## src/design/plfa_pkg.sv

```systemverilog
`timescale 1ns / 1ps
// ============================================================================
// plfa_pkg
// Shared widths, constants and sequencer states of the price level fill
// allocator.
// ============================================================================
package plfa_pkg;

    localparam int ID_W      = 32;
    localparam int QTY_W     = 32;
    localparam int ENTRY_W   = ID_W + QTY_W;
    localparam int DIV_STEPS = 32;
    localparam int STEP_W    = 5;

    typedef enum logic [8:0] {
        S_IDLE   = 9'b000000001,
        S_F_RD   = 9'b000000010,
        S_F_USE  = 9'b000000100,
        S_P_RD   = 9'b000001000,
        S_P_MUL  = 9'b000010000,
        S_P_DIV  = 9'b000100000,
        S_P_WR   = 9'b001000000,
        S_E_RD   = 9'b010000000,
        S_E_EMIT = 9'b100000000
    } state_t;

endpackage

```

## src/design/plfa_ram.sv

```systemverilog
`timescale 1ns / 1ps
// ============================================================================
// plfa_ram
// Generic single write port, single read port RAM with registered read data.
// ============================================================================
module plfa_ram #(
    parameter int WIDTH = 64,
    parameter int DEPTH = 16
) (
    input  logic                                     clk,
    input  logic                                     we,
    input  logic [((DEPTH > 1) ? $clog2(DEPTH) : 1)-1:0] waddr,
    input  logic [WIDTH-1:0]                         wdata,
    input  logic [((DEPTH > 1) ? $clog2(DEPTH) : 1)-1:0] raddr,
    output logic [WIDTH-1:0]                         rdata
);

    logic [WIDTH-1:0] mem_reg [DEPTH];
    logic [WIDTH-1:0] rdata_reg;

    always_ff @(posedge clk)
    begin
        if (we)
        begin
            mem_reg[waddr] <= wdata;
        end
        rdata_reg <= mem_reg[raddr];
    end

    assign rdata = rdata_reg;

endmodule

```

## src/design/price_level_fill_allocator_core.sv

```systemverilog
`timescale 1ns / 1ps
// ============================================================================
// price_level_fill_allocator_core
// Resting order book for one price level with FIFO and pro-rata matching.
// ============================================================================
// A load transaction leaves busy low, so loads can follow one another every
// cycle. A match transaction raises busy until its fills are out: FIFO steps
// through a book RAM read, then compare and subtract, for each fill; pro-rata
// runs a share pass per resting order (read, 32x32 multiply, 32-step shared
// restoring divider, write back) and then a fill pass (read, emit). A match on
// an empty book, or a FIFO match of zero quantity, finishes at once with no
// fill. Each fill is shown for a single cycle on fill_strobe and cannot be held
// off, so the receiver must take it.
module price_level_fill_allocator_core #(
    parameter int MAX_ORDERS = 16
) (
    input  logic                     clk,
    input  logic                     rst_n,
    input  logic                     cfg_we,
    input  logic                     cfg_wdata,
    input  logic                     start,
    output logic                     busy,
    input  logic                     action,
    input  logic [plfa_pkg::ID_W-1:0]  rest_id,
    input  logic [plfa_pkg::QTY_W-1:0] quantity,
    output logic                     fill_strobe,
    output logic [plfa_pkg::ID_W-1:0]  fill_order_id,
    output logic [plfa_pkg::QTY_W-1:0] fill_qty,
    output logic                     last_fill
);

    import plfa_pkg::*;

    localparam int CNT_W = $clog2(MAX_ORDERS + 1);
    localparam int IDX_W = (MAX_ORDERS > 1) ? $clog2(MAX_ORDERS) : 1;
    localparam int TOT_W = QTY_W + CNT_W;

    state_t               state_reg, state_next;
    logic [CNT_W-1:0]     count_reg, count_next;
    logic [TOT_W-1:0]     total_reg, total_next;
    logic [IDX_W-1:0]     idx_reg, idx_next;
    logic [STEP_W-1:0]    step_reg, step_next;
    logic                 match_mode_reg;
    logic                 fill_strobe_reg, fill_strobe_next;

    logic [QTY_W-1:0]     remaining_reg, remaining_next;
    logic [QTY_W-1:0]     alloc_reg, alloc_next;
    logic [QTY_W-1:0]     given_reg, given_next;
    logic [TOT_W-1:0]     rem_reg, rem_next;
    logic [QTY_W-1:0]     quo_reg, quo_next;
    logic [ID_W-1:0]      hold_id_reg, hold_id_next;
    logic [ID_W-1:0]      fill_id_reg, fill_id_next;
    logic [QTY_W-1:0]     fill_qty_reg, fill_qty_next;
    logic                 last_fill_reg, last_fill_next;

    logic                 ram_we;
    logic [IDX_W-1:0]     ram_waddr;
    logic [ENTRY_W-1:0]   ram_wdata;
    logic [ENTRY_W-1:0]   ram_rdata;
    logic [ID_W-1:0]      rd_id;
    logic [QTY_W-1:0]     rd_qty;

    logic                 accept;
    logic                 last_idx;
    logic [QTY_W-1:0]     fifo_fill;
    logic [TOT_W:0]       trial;
    logic                 trial_ge;
    logic [2*QTY_W-1:0]   product;
    logic [QTY_W-1:0]     share;

    plfa_ram #(
        .WIDTH (ENTRY_W),
        .DEPTH (MAX_ORDERS)
    ) u_book (
        .clk   (clk),
        .we    (ram_we),
        .waddr (ram_waddr),
        .wdata (ram_wdata),
        .raddr (idx_reg),
        .rdata (ram_rdata)
    );

    assign rd_id    = ram_rdata[ENTRY_W-1:QTY_W];
    assign rd_qty   = ram_rdata[QTY_W-1:0];
    assign busy     = (state_reg != S_IDLE);
    assign accept   = start && !busy;
    assign last_idx = ((CNT_W'(idx_reg) + CNT_W'(1)) == count_reg);

    assign fifo_fill = (rd_qty < remaining_reg) ? rd_qty : remaining_reg;
    assign trial     = {rem_reg, quo_reg[QTY_W-1]};
    assign trial_ge  = (trial >= {1'b0, total_reg});
    assign product   = alloc_reg * rd_qty;
    assign share     = (total_reg == '0) ? '0 : quo_reg;

    always_comb
    begin
        state_next       = state_reg;
        count_next       = count_reg;
        total_next       = total_reg;
        idx_next         = idx_reg;
        step_next        = step_reg;
        fill_strobe_next = 1'b0;
        remaining_next   = remaining_reg;
        alloc_next       = alloc_reg;
        given_next       = given_reg;
        rem_next         = rem_reg;
        quo_next         = quo_reg;
        hold_id_next     = hold_id_reg;
        fill_id_next     = fill_id_reg;
        fill_qty_next    = fill_qty_reg;
        last_fill_next   = last_fill_reg;
        ram_we           = 1'b0;
        ram_waddr        = idx_reg;
        ram_wdata        = {hold_id_reg, share};

        case (state_reg)
            S_IDLE:
            begin
                if (accept)
                begin
                    idx_next = '0;
                    if (!action)
                    begin
                        if (count_reg < CNT_W'(MAX_ORDERS))
                        begin
                            ram_we     = 1'b1;
                            ram_waddr  = count_reg[IDX_W-1:0];
                            ram_wdata  = {rest_id, quantity};
                            count_next = count_reg + CNT_W'(1);
                            total_next = total_reg + TOT_W'(quantity);
                        end
                    end
                    else if (count_reg != '0)
                    begin
                        if (!match_mode_reg)
                        begin
                            if (quantity == '0)
                            begin
                                count_next = '0;
                                total_next = '0;
                            end
                            else
                            begin
                                remaining_next = quantity;
                                state_next     = S_F_RD;
                            end
                        end
                        else
                        begin
                            alloc_next = (TOT_W'(quantity) < total_reg) ? quantity
                                                                       : total_reg[QTY_W-1:0];
                            given_next = '0;
                            state_next = S_P_RD;
                        end
                    end
                end
            end

            S_F_RD:
            begin
                state_next = S_F_USE;
            end

            S_F_USE:
            begin
                fill_strobe_next = 1'b1;
                fill_id_next     = rd_id;
                fill_qty_next    = fifo_fill;
                last_fill_next   = last_idx || (rd_qty >= remaining_reg);
                if (last_idx || (rd_qty >= remaining_reg))
                begin
                    count_next = '0;
                    total_next = '0;
                    state_next = S_IDLE;
                end
                else
                begin
                    remaining_next = remaining_reg - fifo_fill;
                    idx_next       = idx_reg + IDX_W'(1);
                    state_next     = S_F_RD;
                end
            end

            S_P_RD:
            begin
                state_next = S_P_MUL;
            end

            S_P_MUL:
            begin
                hold_id_next = rd_id;
                rem_next     = TOT_W'(product[2*QTY_W-1:QTY_W]);
                quo_next     = product[QTY_W-1:0];
                step_next    = '0;
                state_next   = S_P_DIV;
            end

            S_P_DIV:
            begin
                rem_next  = trial_ge ? TOT_W'(trial - {1'b0, total_reg}) : TOT_W'(trial);
                quo_next  = {quo_reg[QTY_W-2:0], trial_ge};
                step_next = step_reg + STEP_W'(1);
                if (step_reg == STEP_W'(DIV_STEPS - 1))
                begin
                    state_next = S_P_WR;
                end
            end

            S_P_WR:
            begin
                ram_we     = 1'b1;
                ram_waddr  = idx_reg;
                ram_wdata  = {hold_id_reg, share};
                given_next = given_reg + share;
                if (last_idx)
                begin
                    idx_next   = '0;
                    state_next = S_E_RD;
                end
                else
                begin
                    idx_next   = idx_reg + IDX_W'(1);
                    state_next = S_P_RD;
                end
            end

            S_E_RD:
            begin
                state_next = S_E_EMIT;
            end

            S_E_EMIT:
            begin
                fill_strobe_next = 1'b1;
                fill_id_next     = rd_id;
                fill_qty_next    = (idx_reg == '0) ? (rd_qty + (alloc_reg - given_reg))
                                                   : rd_qty;
                last_fill_next   = last_idx;
                if (last_idx)
                begin
                    count_next = '0;
                    total_next = '0;
                    state_next = S_IDLE;
                end
                else
                begin
                    idx_next   = idx_reg + IDX_W'(1);
                    state_next = S_E_RD;
                end
            end

            default:
            begin
                state_next = S_IDLE;
            end
        endcase
    end

    always_ff @(posedge clk or negedge rst_n)
    begin
        if (!rst_n)
        begin
            state_reg       <= S_IDLE;
            count_reg       <= '0;
            total_reg       <= '0;
            idx_reg         <= '0;
            step_reg        <= '0;
            match_mode_reg  <= 1'b0;
            fill_strobe_reg <= 1'b0;
        end
        else
        begin
            state_reg       <= state_next;
            count_reg       <= count_next;
            total_reg       <= total_next;
            idx_reg         <= idx_next;
            step_reg        <= step_next;
            fill_strobe_reg <= fill_strobe_next;
            if (cfg_we)
            begin
                match_mode_reg <= cfg_wdata;
            end
        end
    end

    always_ff @(posedge clk)
    begin
        remaining_reg <= remaining_next;
        alloc_reg     <= alloc_next;
        given_reg     <= given_next;
        rem_reg       <= rem_next;
        quo_reg       <= quo_next;
        hold_id_reg   <= hold_id_next;
        fill_id_reg   <= fill_id_next;
        fill_qty_reg  <= fill_qty_next;
        last_fill_reg <= last_fill_next;
    end

    assign fill_strobe   = fill_strobe_reg;
    assign fill_order_id = fill_id_reg;
    assign fill_qty      = fill_qty_reg;
    assign last_fill     = last_fill_reg;

endmodule

```

## config.mk

```make
export PLATFORM = sky130hd
export DESIGN_NAME = price_level_fill_allocator_core
export DESIGN_NICKNAME = d
export VERILOG_FILES = /design/src/design/plfa_pkg.sv /design/src/design/plfa_ram.sv /design/src/design/price_level_fill_allocator_core.sv
export SDC_FILE = /design/constraint.sdc
export NUM_CORES = 2
export LEC_CHECK = 0
export BUFFER_PORTS_ARGS = -buffer_cell sky130_fd_sc_hd__buf_4
export CAP_MARGIN = 20
export CORE_MARGIN = 5
export CORE_UTILIZATION = 44
export CTS_CLUSTER_SIZE = 10
export DETAILED_ROUTE_END_ITERATION = 8
export PLACE_DENSITY = 0.59
export SLEW_MARGIN = 20
export SYNTH_ARGS = -nofsm -noshare
export SYNTH_HDL_FRONTEND = slang
export SYNTH_SLANG_ARGS = --single-unit
```

## constraint.sdc

```tcl
create_clock -name clk -period 7.63 [get_ports clk]
set_input_delay 1.526 -clock clk [delete_from_list [all_inputs] [get_ports clk]]
set_output_delay 1.526 -clock clk [all_outputs]
set_load 0.02 [all_outputs]
```

==> metrics.md <==
| Metric | Value |
|---|---|
| Global Route Usage Sum | `26.5%` |
| CP Launch Type | `flip-flop` |
| First-pass GRT wire length | `450000 µm` |
| FILL cells | `18800` |
| CP dominant cell by count | `fa_1` |
| Row count | `172` |
| Setup violators final | `16` |
| Initial antenna violation count | `18` |
| Final hold violations | `0` |
| Worst Path Max Fanout | `8` |
| H-Tree Depth | `4` |
| Count leader, synth | `edfxtp_1` |
| Worst slack, placed | `-790 ps` |
| I/O pin count | `137` |
| Routed Antenna Nets | `0` |
| Die Height | `479 µm` |
| Post-synth ARST share | `4.39%` |
| Setup CP Type | `reg2reg` |
| Top-area cell type share of the netlist area | `40.0%` |
| Total wire length | `304000 µm` |
| Routed via count | `64600` |
| Layout Nets | `9989` |
| GRT met2 Usage | `43.1%` |
| Vias in the first global route | `67500` |
| CTS Buf Count | `around 170` |
| HP Start | `u_book.rdata[56]` |
| Busiest layer in global routing | `met2` |
| Sinks on Clock Net | `1412` |
| Register area share after synthesis | `42.9%` |
| Grt total ovfl | `0` |
| Critical path launch point | `alloc_reg[14]` |
| I/O Buffers | `around 140` |
| Max-cap viol count | `0` |
| Critical path data arrival time | `8470 ps` |
| DP Wirelength | `223000 µm` |
| Worst min path class | `reg2reg` |
| Min Tclk post-route | `7950 ps` |
| Worst setup margin | `-317 ps` |
| Syn-to-layout area delta | `16.6%` |
| Root buf cell | `clkbuf_16` |
| Status | `finished, violations left` |
| 1st-pass router iterations | `6` |
| Worst EP required | `8150 ps` |
| Die Area | `229000 µm²` |
| GR Util met1 | `35.2%` |
| Post-Route Skew | `63.3 ps` |
| Inst Count DP | `around 11000` |
| DR WL/cell | `26.4 µm` |
| Top post-synthesis cells by area | `edfxtp_1 40%, fa_1 19%, mux4_2 7.5%` |
| Syn_nets | `9434` |
| Max Transition Viols Final | `0` |
| FMAX | `0.126 GHz` |
| DRC violations left | `0` |
| Fin Setup TNS | `-2890 ps` |
| Clock latency on the worst-skew pair | `about 840 ps` |
| Failing checks | `negative setup slack` |
| RSZ-0062 raised after global routing | `true` |
| CTS tree | `yes` |
| Setup crit end kind | `flip-flop` |
| Final period util | `104%` |
| Actual slew at the worst max-slew pin | `about 1100 ps` |
| Slew margin rel. | `approximately a quarter` |
| Largest net degree at the start of global routing | `170` |
| Ys Warns | `0` |
| Post-Syn Instances | `about 7900` |
| Starting Density | `44.1%` |
| EDFF count, synth | `1286` |
| Area leader, netlist | `edfxtp_1` |
| Iteration-0 DRC Markers | `about 6000` |
| Footprint of the multi-input gates | `50900 µm²` |
| Post-Synthesis Cell Area | `96600 µm²` |
| Max clock buf depth | `3` |
| Gpl congestion | `0.977` |
| Max incr delay on CP | `610 ps` |
| Number of flip-flops in the largest register | `1024` |
| Synth Register Bits | `between 1000 and 1500` |
| Core Footprint | `219000 µm²` |
| List of most frequent post-synthesis cells | `1286 x edfxtp_1, 1096 x inv_1, 931 x fa_1, 795 x nand2_1, 777 x nor2_1` |
| Syn_area_per_cell | `12.2 µm²` |
| Reg2Reg Launch Point | `alloc_reg[14]` |
| Layout cell share with drive strength beyond 1 | `between 10% and 20%` |
| Crit-path slowest cell | `fa_2` |
| Clock-pin slew on the worst setup and hold paths | `around 60 ps` |
| Vias per inst | `5.62` |
| M3 GR Usage | `between 3 and 4%` |
| Synth unique cells | `87` |
| Finished Layout Cells | `~11000` |
| Die Width | `479 µm` |
| Storage cell area | `a little over 40000 µm²` |
| Synth Flop Type | `edfxtp_1` |
final timing paths:
kind	to	cells after the start	slack [ps]
worst max register to register	rem_reg[31]	32	-320
worst min register to register	fill_order_id[24]	0	420
worst max-delay path	rem_reg[31]	32	-320
max in group asynchronous	idx_reg[2]	1	6000
min in group asynchronous	total_reg[26]	1	880
worst min-delay path	fill_order_id[24]	0	420
per-layer routing:
layer / share of wire (%) / up-vias
li1: - / 28200
met1: 40 / 33300
met2: 47 / 2561
met3: 6.8 / 589
met4: 5.6 / 10
met5: 0.026 / -
area by class of cell:
| class | count | area share, % |
|---|---|---|
| Clock buffer | 270 | 4.15 |
| Timing Repair Buffer | 782 | 6.42 |
| Tap cell | 2871 | 3.19 |
| Clock inverter | 28 | 0.450 |
| Sequential cell | 1412 | 36.8 |
| Antenna cell | 5 | 0.0111 |
| Inverter | 1110 | 3.76 |
| Multi-Input combinational cell | 5019 | 45.2 |
worst max-delay path, delay by kind of cell (launching register included):
kind            cells  cell delay, ps
compound gates      7            1120
xor+xnor            1             190
fa+ha+maj           9            4430
buf+inv            11            1250
flops               1             420
mux                 1             100
simple gates        3             150
cells by family (layout without fill, tap and decap cells):
logic type | Yosys count | in the layout | share of synthesized area, %
DFF | 1412 | 1412 | 42.9
xor gates and xnor gates | 201 | 201 | 1.82
adders and majority gates | 1427 | 1427 | 25.7
and+or+nand+nor | 2019 | 2019 | 8.96
muxes | 409 | 409 | 8.47
buffers and inverters | 1506 | 2190 | 5.88
AOI/OAI and AO/OA | 963 | 963 | 6.24
other | 0 | 5 | 0
metrics by stage:
step                      hold slack, ps  cell area (µm²)  utilization, %
after floorplan                      404            96600               -
after global placement               410           105000            47.9
after detailed placement             415           105000            47.9
after CTS                            417           112000            50.9
after global routing                 445           113000            51.4
final                                424           113000            51.4
layout by cell type (no fill, tap or decap), drive strengths merged, types with 54 or more instances in the layout:
master	Yosys	routed
edfxtp	1286	1286
inv	1097	1093
fa	931	931
nand2	795	795
buf	74	779
nor2	778	778
ha	496	496
mux4	320	320
a21oi	294	294
clkbuf	322	273
o21ai	235	235
xnor2	133	133
and2	107	107
a21o	99	99
xor2	68	68
mux2	65	65
dfxtp	64	64
dfrtp	61	61
nand4	54	54
o31ai	54	54
nand3	54	54
what timing repair did:
item | in CTS | in global routing
hold buffers | 0 | 0
buffers inserted | 56 | 30
resized for setup | 215 | 182
cloned | 3 | 3
endpoints found under the setup margin | 35 | 36
pin swaps | 89 | 112
Power is not shown: default switching activity piles up to over one toggle a cycle in this logic, so the estimate is an artifact.
